--- src/rtl/core/mdws_pkg.sv ---
package mdws_pkg;

	localparam int unsigned CFG_DATA_W = 32;
	localparam int unsigned CFG_INDEX_W = 2;

	typedef enum logic [1:0] {
		OP_APP_TICK = 2'd0,
		OP_BUS_TICK = 2'd1,
		OP_TEXT_CHANGED = 2'd2
	} op_t;

	typedef enum logic [1:0] {
		CFG_LIGHT_MODE = 2'd0,
		CFG_AUTO_OFF_MS = 2'd1,
		CFG_BUS_TIMEOUT_MS = 2'd2,
		CFG_METER_BUS_ADDRESS = 2'd3
	} cfg_index_t;

	typedef enum logic [1:0] {
		BL_MODE_OFF = 2'd0,
		BL_MODE_ON = 2'd1,
		BL_MODE_AUTO = 2'd2
	} bl_mode_t;

	typedef enum logic [1:0] {
		WK_NONE = 2'd0,
		WK_SINGLE = 2'd1,
		WK_TEXT = 2'd2,
		WK_LABEL = 2'd3
	} write_kind_t;

	typedef enum logic [2:0] {
		SEQ_IDLE = 3'd0,
		SEQ_BACKLIGHT = 3'd1,
		SEQ_TEXT = 3'd2,
		SEQ_LABEL = 3'd3,
		SEQ_LCD_MODE = 3'd4
	} seq_t;

	localparam logic [15:0] REG_BACKLIGHT = 16'd7062;
	localparam logic [15:0] REG_LCD_MODE = 16'd7063;
	localparam logic [15:0] REG_TEXT = 16'd7064;
	localparam logic [15:0] REG_LABEL = 16'd7068;
	localparam logic [3:0] LCD_SHOW_ENERGY = 4'd1;
	localparam logic [3:0] LCD_SHOW_TEXT = 4'd8;

	localparam logic [1:0] RST_LIGHT_MODE = 2'd2;
	localparam logic [31:0] RST_AUTO_OFF_MS = 32'd300000;
	localparam logic [15:0] RST_BUS_TIMEOUT_MS = 16'd3000;
	localparam logic [7:0] RST_METER_BUS_ADDRESS = 8'd1;

	typedef struct packed {
		logic [1:0] op;
		logic [31:0] now_ms;
		logic ev_charging;
		logic button_down;
		logic [7:0] meter_kind;
		logic meter_has_display;
		logic response_ok;
		logic text_blank;
	} item_t;

	typedef struct packed {
		logic clear_request;
		logic [1:0] write_kind;
		logic [7:0] target_address;
		logic [15:0] register_address;
		logic [3:0] register_value;
		logic work_pending;
		logic backlight_wanted;
	} result_t;

	typedef struct packed {
		logic [1:0] light_mode;
		logic [31:0] auto_off_ms;
		logic [15:0] bus_timeout_ms;
		logic [7:0] meter_bus_address;
	} cfg_t;

	typedef struct packed {
		seq_t seq;
		logic [31:0] step_start_ms;
		logic [31:0] last_event_ms;
		logic bl_target;
		logic bl_sent;
		logic bl_sent_valid;
		logic text_due;
		logic text_is_blank;
		logic was_charging;
		logic was_pressed;
		logic [7:0] last_meter_kind;
	} state_t;

endpackage

--- src/rtl/core/mdws_cfg_regs.sv ---
module mdws_cfg_regs (
	input logic clk,
	input logic arst_n,
	input logic wr_en,
	input logic [mdws_pkg::CFG_INDEX_W-1:0] wr_index,
	input logic [mdws_pkg::CFG_DATA_W-1:0] wr_data,
	output mdws_pkg::cfg_t cfg
);

	mdws_pkg::cfg_t cfg_q;

	always_ff @(posedge clk or negedge arst_n) begin
		if (!arst_n) begin
			cfg_q.light_mode <= mdws_pkg::RST_LIGHT_MODE;
			cfg_q.auto_off_ms <= mdws_pkg::RST_AUTO_OFF_MS;
			cfg_q.bus_timeout_ms <= mdws_pkg::RST_BUS_TIMEOUT_MS;
			cfg_q.meter_bus_address <= mdws_pkg::RST_METER_BUS_ADDRESS;
		end else if (wr_en) begin
			case (mdws_pkg::cfg_index_t'(wr_index))
				mdws_pkg::CFG_LIGHT_MODE: cfg_q.light_mode <= wr_data[1:0];
				mdws_pkg::CFG_AUTO_OFF_MS: cfg_q.auto_off_ms <= wr_data[31:0];
				mdws_pkg::CFG_BUS_TIMEOUT_MS: cfg_q.bus_timeout_ms <= wr_data[15:0];
				mdws_pkg::CFG_METER_BUS_ADDRESS: cfg_q.meter_bus_address <= wr_data[7:0];
				default: ;
			endcase
		end
	end

	assign cfg = cfg_q;

endmodule

--- src/rtl/core/mdws_step.sv ---
module mdws_step (
	input mdws_pkg::item_t item,
	input mdws_pkg::state_t st,
	input mdws_pkg::cfg_t cfg,
	output mdws_pkg::state_t nxt,
	output mdws_pkg::result_t res
);

	logic [31:0] last_ev;
	logic [31:0] event_age;
	logic [31:0] step_age;
	logic bus_expired;
	mdws_pkg::write_kind_t kind;

	always_comb begin
		nxt = st;
		res = '0;
		kind = mdws_pkg::WK_NONE;
		last_ev = st.last_event_ms;
		event_age = '0;
		step_age = item.now_ms - st.step_start_ms;
		bus_expired = (st.seq != mdws_pkg::SEQ_IDLE) &&
			(step_age >= {16'd0, cfg.bus_timeout_ms});
		case (mdws_pkg::op_t'(item.op))
			mdws_pkg::OP_APP_TICK: begin
				if (item.meter_kind != st.last_meter_kind) begin
					nxt.last_meter_kind = item.meter_kind;
					if (item.meter_has_display) begin
						nxt.bl_sent_valid = 1'b0;
						if (!st.text_is_blank) begin
							nxt.text_due = 1'b1;
						end
					end
				end
				if (st.was_charging && !item.ev_charging) begin
					last_ev = item.now_ms;
				end
				if (item.button_down && !st.was_pressed) begin
					last_ev = item.now_ms;
				end
				nxt.was_charging = item.ev_charging;
				nxt.was_pressed = item.button_down;
				nxt.last_event_ms = last_ev;
				event_age = item.now_ms - last_ev;
				case (mdws_pkg::bl_mode_t'(cfg.light_mode))
					mdws_pkg::BL_MODE_OFF: nxt.bl_target = 1'b0;
					mdws_pkg::BL_MODE_ON: nxt.bl_target = 1'b1;
					default: nxt.bl_target = item.ev_charging ||
						((last_ev != 32'd0) && (event_age < cfg.auto_off_ms));
				endcase
			end
			mdws_pkg::OP_BUS_TICK: begin
				if (bus_expired) begin
					res.clear_request = 1'b1;
					nxt.text_due = 1'b0;
					nxt.bl_sent = st.bl_target;
					nxt.bl_sent_valid = 1'b1;
					nxt.seq = mdws_pkg::SEQ_IDLE;
				end else begin
					case (st.seq)
						mdws_pkg::SEQ_IDLE: begin
							nxt.step_start_ms = item.now_ms;
							if (!st.bl_sent_valid || (st.bl_sent != st.bl_target)) begin
								kind = mdws_pkg::WK_SINGLE;
								res.register_address = mdws_pkg::REG_BACKLIGHT;
								res.register_value = {3'd0, st.bl_target};
								nxt.seq = mdws_pkg::SEQ_BACKLIGHT;
							end else if (st.text_due) begin
								kind = mdws_pkg::WK_TEXT;
								res.register_address = mdws_pkg::REG_TEXT;
								nxt.seq = mdws_pkg::SEQ_TEXT;
							end
						end
						mdws_pkg::SEQ_BACKLIGHT: begin
							if (item.response_ok) begin
								res.clear_request = 1'b1;
								nxt.bl_sent = st.bl_target;
								nxt.bl_sent_valid = 1'b1;
								nxt.seq = mdws_pkg::SEQ_IDLE;
							end
						end
						mdws_pkg::SEQ_TEXT: begin
							if (item.response_ok) begin
								res.clear_request = 1'b1;
								kind = mdws_pkg::WK_LABEL;
								res.register_address = mdws_pkg::REG_LABEL;
								nxt.step_start_ms = item.now_ms;
								nxt.seq = mdws_pkg::SEQ_LABEL;
							end
						end
						mdws_pkg::SEQ_LABEL: begin
							if (item.response_ok) begin
								res.clear_request = 1'b1;
								kind = mdws_pkg::WK_SINGLE;
								res.register_address = mdws_pkg::REG_LCD_MODE;
								res.register_value = st.text_is_blank ?
									mdws_pkg::LCD_SHOW_ENERGY : mdws_pkg::LCD_SHOW_TEXT;
								nxt.step_start_ms = item.now_ms;
								nxt.seq = mdws_pkg::SEQ_LCD_MODE;
							end
						end
						mdws_pkg::SEQ_LCD_MODE: begin
							if (item.response_ok) begin
								res.clear_request = 1'b1;
								nxt.text_due = 1'b0;
								nxt.seq = mdws_pkg::SEQ_IDLE;
							end
						end
						default: nxt.seq = mdws_pkg::SEQ_IDLE;
					endcase
				end
			end
			mdws_pkg::OP_TEXT_CHANGED: begin
				nxt.text_is_blank = item.text_blank;
				nxt.text_due = 1'b1;
			end
			default: ;
		endcase
		res.write_kind = kind;
		res.target_address = (kind != mdws_pkg::WK_NONE) ? cfg.meter_bus_address : 8'd0;
		res.work_pending = (nxt.seq != mdws_pkg::SEQ_IDLE) || nxt.text_due ||
			!nxt.bl_sent_valid || (nxt.bl_sent != nxt.bl_target);
		res.backlight_wanted = nxt.bl_target;
	end

endmodule

--- src/rtl/core/meter_display_write_sequencer.sv ---
// Channel   Handshake                    Beat
// item      item_valid / item_ready      mdws_pkg::item_t item
// result    result_valid / result_ready  mdws_pkg::result_t result
// config    wr_en                        wr_index, wr_data
//
// A beat is taken into the input register, processed from there and its result is held in
// the output register. One beat per cycle is sustained while the receiver takes results;
// the sequencer state updates as each result is formed.
// Reset clears the sequencer to idle and loads the register defaults.
// A stalled result holds the output register, and the input register then fills and stalls.
module meter_display_write_sequencer (
	input logic clk,
	input logic arst_n,
	input logic item_valid,
	output logic item_ready,
	input mdws_pkg::item_t item,
	output logic result_valid,
	input logic result_ready,
	output mdws_pkg::result_t result,
	input logic wr_en,
	input logic [mdws_pkg::CFG_INDEX_W-1:0] wr_index,
	input logic [mdws_pkg::CFG_DATA_W-1:0] wr_data
);

	mdws_pkg::cfg_t cfg;
	mdws_pkg::item_t item_s1;
	logic valid_s1;
	mdws_pkg::result_t result_s2;
	logic valid_s2;
	mdws_pkg::state_t st_q;
	mdws_pkg::state_t st_nxt;
	mdws_pkg::result_t res_nxt;
	logic advance;
	logic fire;

	mdws_cfg_regs u_cfg (
		.clk(clk),
		.arst_n(arst_n),
		.wr_en(wr_en),
		.wr_index(wr_index),
		.wr_data(wr_data),
		.cfg(cfg)
	);

	mdws_step u_step (
		.item(item_s1),
		.st(st_q),
		.cfg(cfg),
		.nxt(st_nxt),
		.res(res_nxt)
	);

	assign advance = !valid_s2 || result_ready;
	assign fire = valid_s1 && advance;
	assign item_ready = !valid_s1 || advance;

	always_ff @(posedge clk or negedge arst_n) begin
		if (!arst_n) begin
			valid_s1 <= 1'b0;
			valid_s2 <= 1'b0;
		end else begin
			if (item_ready) begin
				valid_s1 <= item_valid;
			end
			if (advance) begin
				valid_s2 <= valid_s1;
			end
		end
	end

	always_ff @(posedge clk) begin
		if (item_valid && item_ready) begin
			item_s1 <= item;
		end
		if (fire) begin
			result_s2 <= res_nxt;
		end
	end

	always_ff @(posedge clk or negedge arst_n) begin
		if (!arst_n) begin
			st_q.seq <= mdws_pkg::SEQ_IDLE;
			st_q.step_start_ms <= '0;
			st_q.last_event_ms <= '0;
			st_q.bl_target <= 1'b0;
			st_q.bl_sent <= 1'b0;
			st_q.bl_sent_valid <= 1'b0;
			st_q.text_due <= 1'b0;
			st_q.text_is_blank <= 1'b1;
			st_q.was_charging <= 1'b0;
			st_q.was_pressed <= 1'b0;
			st_q.last_meter_kind <= '0;
		end else if (fire) begin
			st_q <= st_nxt;
		end
	end

	assign result_valid = valid_s2;
	assign result = result_s2;

endmodule

--- config.mk ---
export PLATFORM = sky130hd
export DESIGN_NAME = meter_display_write_sequencer
export DESIGN_NICKNAME = d
export VERILOG_FILES = /design/src/rtl/core/mdws_pkg.sv /design/src/rtl/core/mdws_cfg_regs.sv /design/src/rtl/core/mdws_step.sv /design/src/rtl/core/meter_display_write_sequencer.sv
export SDC_FILE = /design/constraint.sdc
export NUM_CORES = 1
export LEC_CHECK = 0
export ABC_AREA = 1
export BUFFER_PORTS_ARGS = -buffer_cell sky130_fd_sc_hd__buf_4
export CAP_MARGIN = 10
export CORE_ASPECT_RATIO = 0.75
export CORE_MARGIN = 1.5
export CORE_UTILIZATION = 66
export CTS_CLUSTER_SIZE = 16
export DETAILED_ROUTE_END_ITERATION = 16
export GPL_ROUTABILITY_DRIVEN = 0
export PLACE_DENSITY_LB_ADDON = 0.2
export SLEW_MARGIN = 10
export SYNTH_ARGS = -nofsm -noshare
export SYNTH_HDL_FRONTEND = slang
export SYNTH_SLANG_ARGS = --single-unit
--- constraint.sdc ---
create_clock -name clk -period 12.95 [get_ports clk]
set_input_delay 0.6475 -clock clk [delete_from_list [all_inputs] [get_ports clk]]
set_output_delay 0.6475 -clock clk [all_outputs]
set_load 0.01 [all_outputs]
**Word level (Yosys, flattened, before mapping)**

Cells that the tools add are included.

- Reductions and logical operators: 39
- Magnitude comparators: 2
- Equality and inequality tests: 15
- Bitwise operators: 2
- Add/subtract/negate cells: 2
- Mux-type cells: 44

Operators with widths:

| operator | number |
|---|---|
| two-way mux 32 bit | 4 |
| two-way mux 35 bit | 3 |
| one-hot mux 32 bit (3 select lines) | 1 |
| subtractor 32 bit | 2 |
| one-hot mux 16 bit (3 select lines) | 1 |
| >= comparator 32 x 16 -> 1 bit | 1 |
| less-than comparator 32 bit | 1 |
| nonzero test 32 bit | 1 |
| two-way mux 13 bit | 2 |
| two-way mux 2 bit | 9 |
| two-way mux 17 bit | 1 |
| two-way mux 16 bit | 1 |
| two-way mux 3 bit | 5 |
| one-hot mux 3 bit (4 select lines) | 1 |
| AND reduction 2 bit | 6 |
| two-way mux 1 bit | 10 |
| nonzero test 3 bit | 3 |
| inequality test 8 bit | 1 |
| one-hot mux 4 bit (2 select lines) | 1 |
| logical OR 1 bit | 7 |
| equality test 2 x 1 -> 1 bit, second input constant | 3 |
| equality test 2 bit, second input constant | 3 |
| equality test 3 x 2 -> 1 bit, second input constant | 2 |
| logical AND 1 bit | 6 |
| other kinds (17) | 29 |

- Register bits: 222
- Input bits: 86
- Word-level logic and storage cells: 136

**Depth between registers and ports, before layout**

Gate-level depths: netlist of the first run.

- Depth in word-level cells: 13
- Mapped depth: 37

**Hierarchy**

Synthesis of the first run repeated with hierarchy kept, for this count alone.

- Cells, all modules: 2245
- Area, all modules: 16231.8 µm²

Modules (own cells, without submodules):

| module | area an instance (µm²) | cells an instance | times used |
|---|---|---|---|
| mdws_step | 7933.9 | 1537 | 1 |
| meter_display_write_sequencer | 5775.5 | 446 | 1 |
| mdws_cfg_regs | 2522.4 | 262 | 1 |

**Least setup slack after synthesis of the first run**

Ideal clock, no wire load.

- Kind: register to register
- Start: register item_s1[12] (netlist bit)
- End: register result_s2 (netlist bit result[1]), data pin
- Library setup time: 0.254 ns
- Arrival time: 3.818 ns
- Period minus slack after synthesis: 4.072 ns
- Path slack: 8.878 ns
- Stages on the path, launching flop included: 31
- Cells stage by stage: edfxtp_1 > inv_2 > nand2_1 > nand2_2 > clkbuf_1 > or2_2 > o21ai_0 > ha_1 > a21oi_1 > inv_1 > a21oi_1 > o21ai_0 > a221oi_1 > o21ai_0 > xnor2_1 > inv_1 > ha_1 > nand2_1 > inv_1 > nand3_1 > nor2_1 > nor4b_1 > a21oi_1 > nand2_1 > nand3_1 > nand2_1 > nand2_1 > nand3_1 > nand2_1 > inv_1 > nand2_1

RTL lines:

| what | line | text |
|---|---|---|
| from (decl) | meter_display_write_sequencer.sv:26 | `mdws_pkg::item_t item_s1;` |
| from (signal assigned) | meter_display_write_sequencer.sv:73 | `item_s1 <= item;` |
| to (signal assigned) | meter_display_write_sequencer.sv:76 | `result_s2 <= res_nxt;` |
| to (decl) | meter_display_write_sequencer.sv:28 | `mdws_pkg::result_t result_s2;` |

==> key figures, run 1 <==
Layout
  • Most frequent cells in the layout: 460 x nand2_1, 318 x inv_1, 139 x nor2_1
  • Area Growth Syn to Fin: 12.5%
  • Most common cell after layout, fill and taps aside: nand2_1
  • Post-route insts no fill: 2247
  • Layout cells sized above 1: 0.149
  • Final Instance Area: approximately 0.016 mm²
  • Multi-input logic area: between 0.007 and 0.008 mm²
  • Nets@finish: around 2100
  • Ant diodes: 0
  • Storage cell area: 0.00559 mm²
  • FILL cells: around 1600

Timing
  • Tcrit/Tclk final: 0.407
  • Fin. Hold Viols: 0
  • Final critical-path required period: between 5 and 6 ns
  • Fmax: between 150 and 200 MHz
  • Final hold slack: approximately 0.14 ns
  • Setup-failing EPs final: 0
  • Setup_tns: 0 ns
  • Final Slew Violations: 0
  • Worst rel slew slack: 0.226
  • RSZ-0062 raised after global routing: false
  • Clock skew: between 0.01 and 0.015 ns
  • Worst-margin pin slew: 1.16 ns

Floorplanning
  • Core ar.: between 0.02 and 0.025 mm²
  • Die H: approximately 130 µm
  • IO Pins: approximately 120
  • Die Wd: 172 µm
  • Die area: 0.0224 mm²
  • Effective utilization at floorplan: 0.671
  • FP Rows: 46

Place
  • Area after DPL: about 0.015 mm²
  • HPWL after DPL: about 26000 µm
  • Cells after DPL: 2206
  • IO Port Bufs: between 100 and 150

Routing
  • DR pass1 iterations: 6
  • DR WL met3: between 2000 and 3000 µm
  • DR vias: about 12000
  • Routed Wire Length: between 30000 and 40000 µm
  • # DRC: 0
  • Iteration-0 DRC Markers: 1313
  • Antenna-violating nets left: 0
  • WL met2: between 15000 and 20000 µm
  • Routed WL per cell: 15.6 µm
  • Vias per std cell: ~5.5
  • Uppermost layer routed: met4
  • Met1 wire length: 15700 µm

Logic synthesis
  • Post-synthesis mux area share: 0.0191
  • Synth Register Bits: between 200 and 250
  • Synth Instances: between 1500 and 2000
  • Number of synthesized flops with an enable pin: between 60 and 70
  • Post-synthesis xor/xnor area fraction: 0.0309
  • Mapped Area: 0.0142 mm²
  • Compound-Gate Fraction of Synth Area: 0.123
  • Largest family of logic cells by synthesized area: simple AND/OR/NAND/NOR gates
  • Register area share after synthesis: 0.394
  • Synth unique cells: a little under 60
  • Asr flop ratio synth: 0.679
  • Synth top area share: 0.219
  • Adder-Cell Fraction of Synth Area: 0.0932
  • Simple-gate share of the synthesized area: 0.233
  • Largest area contributor in the netlist: dfrtp_1
  • Top post-synthesis cells by area: dfrtp_1 22%, edfxtp_1 14%, nand2_1 12%
  • Ys Warns: 0
  • Avg Cell Area, Syn: approximately 7.7 µm²
  • Main synth FF type: dfrtp_1

Clock network
  • Clock buffer depth: 3
  • CTS hold repair buffers: 0
  • CTS tree: done
  • Num Clock Sinks: 209
  • Worst-Skew Late Latency: between 0.5 and 0.6 ns
  • Clock-pin slew on the worst setup and hold paths: 0.06 ns
  • CTS buffer count: 22
  • Post-CTS resize count: 0
  • Root buffer cell: clkbuf_16
  • Setup Buffers After CTS: 0
  • CTS H-tree depth: 1

Worst setup path
  • Crit path top cell by count: nand2_1
  • Buffers & Inverters on Critical Path: 6
  • CP max-delay cell: nand2_2
  • CP required: around 13 ns
  • Setup Crit Path Kind: register to register
  • Worst Path Max Fanout: 32
  • Slowest stage delay, CP: 0.60 ns
  • Setup crit start kind: register
  • Crit path max-delay family: simple AND/OR/NAND/NOR gates
  • Setup crit end kind: register
  • Arrival time at the worst endpoint: around 5.5 ns
  • R2R depth: 29
  • Critical path depth in cells: 29

Pwr
  • Pwr Total: around 3.7 mW
  • Lkg Pwr: between 8 and 9 nW
  • Maximum vdd ir drop: 0.146 mV
  • Power Density: ~230 mW/mm²

Run
  • MaxCap Viol Count: 0

GRT
  • Largest net degree at the start of global routing: between 80 and 90
  • Total grt overflow: 0
  • First-pass GRT wire length: about 56000 µm
  • Antenna violations before repair: 0
  • Gr usage total: 0.317
  • Vias in the first global route: around 11000

Hold path
  • Class of the worst hold path: input port to asynchronous set/reset pin

Status
  • Status: finished, final reports clean
-- report_power, final --
part	internal, mW	switching [mW]	total [mW]
Combinational	0.758	1.34	2.09
Clock	0.414	0.260	0.675
Sequential	0.875	0.102	0.976
-- routing by layer --
metal / global-route usage / up-vias
li1: - / 6077
met1: 0.458 / 5705
met5: 0 / -
met2: 0.504 / 594
met4: 0.0854 / 0
met3: 0.0449 / 75
-- cell usage after synthesis (all sizes together), types with 2 or more instances --
master	count
mux2i	18
o21a	7
inv	331
dfstp	18
nand4	23
a211oi	3
or2	5
o21bai	4
a21boi	2
ha	104
o21ai	132
xnor2	10
xor2	40
clkbuf	21
mux2	8
a21oi	135
a31oi	4
dfrtp	124
buf	24
nor3	19
nand2	474
nor4	4
nand3b	7
a31o	2
edfxtp	67
o211ai	2
nand3	58
nor2	179
-- sequential cells by signal (all words and copies together), names as in the netlist --
name and cells:
st_q 82, u_cfg.cfg 58, result 20, result_valid 1
valid_s1 1, item_s1 47
-- logic make-up after synthesis --
| group | Yosys count |
|---|---|
| compound gates | 300 |
| xor+xnor | 50 |
| fa+ha+maj | 105 |
| buf+inv | 376 |
| flops | 209 |
| mux | 26 |
| other cells | 1 |
| simple gates | 774 |
-- worst reg2reg max path: cells and delay by family, from the launching register on --
family,cells,cell delay (ns)
AOI/OAI and AO/OA,7,1.47
xor gates and xnor gates,1,0.16
adders and majority gates,2,0.64
buffers and inverters,6,0.69
DFF,1,0.37
and+or+nand+nor,13,1.70
-- through the flow --
step	setup WS [ns]	utilization
2_1_floorplan	8.88	-
5_1_grt	7.23	0.755
3_5_place_dp	7.87	0.718
4_1_cts	7.77	0.754
3_3_place_gp	8.05	0.718
6_report	7.67	0.755
-- path summary, 6_finish.rpt --
| check | from | end | slack (ns) |
|---|---|---|---|
| hold / removal | arst_n | u_cfg.cfg[5] | 0.14 |
| min in group clk | item[1] | item_s1[1] | 0.31 |
| setup reg to reg | item_s1[12] | result[1] | 7.67 |
| setup / recovery | item_s1[12] | result[1] | 7.67 |
| hold reg to reg | st_q[35] | st_q[35] | 0.48 |
| max in group asynchronous | arst_n | st_q[71] | 11.46 |
-- final cells by class --
class                      instances  share of cell area
inverter                         331              0.0779
sequential                       209               0.350
tap                              288              0.0226
timing repair buffer             116              0.0556
clock buffer                      30              0.0390
clock inverter                    10             0.00910
multi-input combinational       1263               0.445
No activity file was read; power rests on OpenSTA's default activity.
==> run 2: changes to the inputs <==
Settings changed: ABC_AREA 1 to 0, CORE_UTILIZATION 66 to 55.
Clock period 12.95 ns to 4.3 ns, I/O delays scaled along.
==> run 2 against run 1 <==
Effect of this change: the run now ends with negative setup slack left; first-iteration DRC count down 12%; die area up 13%; count of clock-buffer cells in the layout down 3; combinational power rose to 3.3 times the previous value; via count down 2.2%; synthesized area down 5.3%; fmax down 9.2%; cell count down 6.2%.
==> key figures, run 2 <==
Layout
  • Largest register FFs: 82
  • Largest Register: st_q
  • Multi-input logic area: approximately 0.0076 mm²
  • Post-route insts no fill: around 2100
  • Most common cell after layout, fill and taps aside: buf_4
  • Ant diodes: 0
  • Final core utilization: 0.778
  • Most frequent cells in the layout: 378 x buf_4, 124 x dfrtp_1, 102 x nand2_1
  • Area Growth Syn to Fin: 38.9%
  • FILL cells: roughly 1600
  • Nets@finish: just under 2000
  • Storage cell area: 0.00559 mm²
  • Layout cells sized above 1: 0.353

Floorplanning
  • Effective utilization at floorplan: 0.560
  • Die area: around 0.025 mm²
  • Core ar.: between 0.02 and 0.025 mm²
  • FP Rows: 49
  • Die Wd: approximately 180 µm
  • Die H: around 140 µm
  • IO Pins: around 120

Pwr
  • Maximum vdd ir drop: ~0.36 mV
  • Power Density: about 640 mW/mm²
  • Lkg Pwr: about 8.5 nW
  • Pwr Total: 11.9 mW

Logic synthesis
  • Top post-synthesis cells by area: dfrtp_1 23%, edfxtp_1 15%, ha_1 9.7%
  • Top cells by count, synth: 124 x dfrtp_1, 104 x ha_1, 102 x nand2_1, 100 x inv_1, 76 x nor2_1
  • Synth Instances: between 1000 and 1500
  • Post-synthesis xor/xnor area fraction: 0.0372
  • Simple-gate share of the synthesized area: 0.124
  • Synth unique cells: between 80 and 90
  • Largest family of logic cells by synthesized area: compound AO/OA/AOI/OAI gates
  • Main synth FF type: dfrtp_1
  • Mapped Area: between 0.01 and 0.015 mm²
  • Synth Register Bits: 209
  • Avg Cell Area, Syn: 10.3 µm²
  • Synth top area share: 0.231
  • Adder-Cell Fraction of Synth Area: 0.0992
  • Asr flop ratio synth: 0.679
  • Register area share after synthesis: 0.416
  • Largest area contributor in the netlist: dfrtp_1
  • Post-synthesis mux area share: 0.117
  • Number of synthesized flops with an enable pin: 67
  • Compound-Gate Fraction of Synth Area: 0.156
  • Top-count cell post-synth: dfrtp_1
  • Ys Warns: 0

Routing
  • DR vias: about 12000
  • Routed WL per cell: approximately 20 µm
  • Routed Wire Length: roughly 42000 µm
  • Vias per std cell: between 5 and 6
  • Antenna-violating nets left: 0
  • Iteration-0 DRC Markers: ~1200
  • # DRC: 0
  • DR pass1 iterations: 6

Timing
  • Final critical-path required period: around 5.8 ns
  • Tcrit/Tclk final: 1.35
  • Worst rel slew slack: 0.380
  • Clock skew: 0.0118 ns
  • Worst-margin pin slew: about 0.92 ns
  • Setup-failing EPs final: 59
  • Final Slew Violations: 0
  • Setup ws final: -1.51 ns
  • Fin. Hold Viols: 0
  • Fmax: roughly 170 MHz
  • Setup_tns: -60.72 ns
  • RSZ-0062 raised after global routing: true

Clock network
  • Clock buffer depth: 3
  • CTS tree: done
  • Root buffer cell: clkbuf_16
  • CTS H-tree depth: 1
  • Worst-Skew Late Latency: between 0.5 and 0.6 ns
  • Clock-pin slew on the worst setup and hold paths: ~0.060 ns
  • CTS buffer count: 23
  • Num Clock Sinks: roughly 210

Worst setup path
  • Worst Path Max Fanout: 7
  • Arrival time at the worst endpoint: 6.07 ns
  • Buffers & Inverters on Critical Path: 1
  • Crit path max-delay family: compound AO/OA/AOI/OAI gates
  • Setup Crit Path Kind: register to register
  • CP required: approximately 4.6 ns
  • CP max-delay cell: or4_4
  • Setup crit start kind: register
  • Crit path top cell by count: a21o_1
  • Slowest stage delay, CP: approximately 0.64 ns
  • Setup crit end kind: register

Hold path
  • Class of the worst hold path: input port to register

Status
  • Violated checks: negative setup slack
  • Status: finished with violations

GRT
  • Antenna violations before repair: 0
  • Largest net degree at the start of global routing: between 60 and 70
  • First-pass GRT wire length: between 60000 and 70000 µm
  • Gr usage total: 0.335
  • Total grt overflow: 0
  • Vias in the first global route: approximately 12000

Place
  • Cells after DPL: a little under 2000
  • HPWL after DPL: slightly below 30000 µm
  • IO Port Bufs: between 100 and 150

Run
  • MaxCap Viol Count: 0
## run 2: cells by family after synthesis
kind of cell               after synthesis
AOI/OAI and AO/OA                      309
muxes                                  133
xor gates and xnor gates                57
buffers and inverters                  150
adders and majority gates              106
and+or+nand+nor                        336
DFF                                    209
other                                    1
## run 2: tightest hold or removal path, delay by kind of cell
| kind | cells | cell delay (ns) |
|---|---|---|
| multiplexers | 1 | 0.25 |
| buffers and inverters | 1 | 0.09 |
| AND/OR/NAND/NOR | 1 | 0.11 |
## run 2: path summary, 6_finish.rpt
path                        startpoint       endpoint  slack (ns)  depth (start not counted)
setup / recovery           item_s1[11]      result[1]       -1.51                         27
hold / removal             wr_index[0]  u_cfg.cfg[57]        0.18                          3
setup reg to reg           item_s1[11]      result[1]       -1.51                         27
hold reg to reg               st_q[37]       st_q[37]        0.49                          2
max in group asynchronous       arst_n  u_cfg.cfg[43]        2.90                          3
min in group asynchronous       arst_n       valid_s1        0.27                          2
## run 2: cell type report
cell class | instances | area share
multi-input combinational | 949 | 0.406
sequential | 209 | 0.300
timing repair buffer | 477 | 0.209
clock buffer | 27 | 0.0322
tap | 331 | 0.0222
inverter | 100 | 0.0201
clock inverter | 14 | 0.0111
## run 2: what timing repair did
item                                   4_1_cts  5_1_grt
buffers inserted                            21        7
pin swaps                                   48       20
resized for setup                           61       24
hold buffers                                83        0
cloned                                       3        0
endpoints found under the hold margin      163        0
setup endpoints to repair                   59       59
## run 2: stage by stage
stage | worst slack (ns) | hold WS (ns) | cell area [µm²]
after floorplan | -1.29 | -0.0806 | 13500
after global placement | -1.50 | 0.259 | 16400
after detailed placement | -1.73 | 0.262 | 16400
after CTS | -1.47 | 0.154 | 18600
after global routing | -1.75 | 0.200 | 18600
final | -1.51 | 0.177 | 18600
## run 2: power breakdown
group | total, mW | internal, mW | switching [mW]
clock network | 2.14 | 1.30 | 0.835
registers | 2.91 | 2.56 | 0.347
logic | 6.81 | 3.29 | 3.52
## run 2: layer usage
| layer | global-route usage | wire (µm) |
|---|---|---|
| met5 | 0 | 0 |
| met4 | 0.0858 | 1070 |
| met3 | 0.103 | 4230 |
| met2 | 0.509 | 18500 |
| met1 | 0.468 | 18500 |
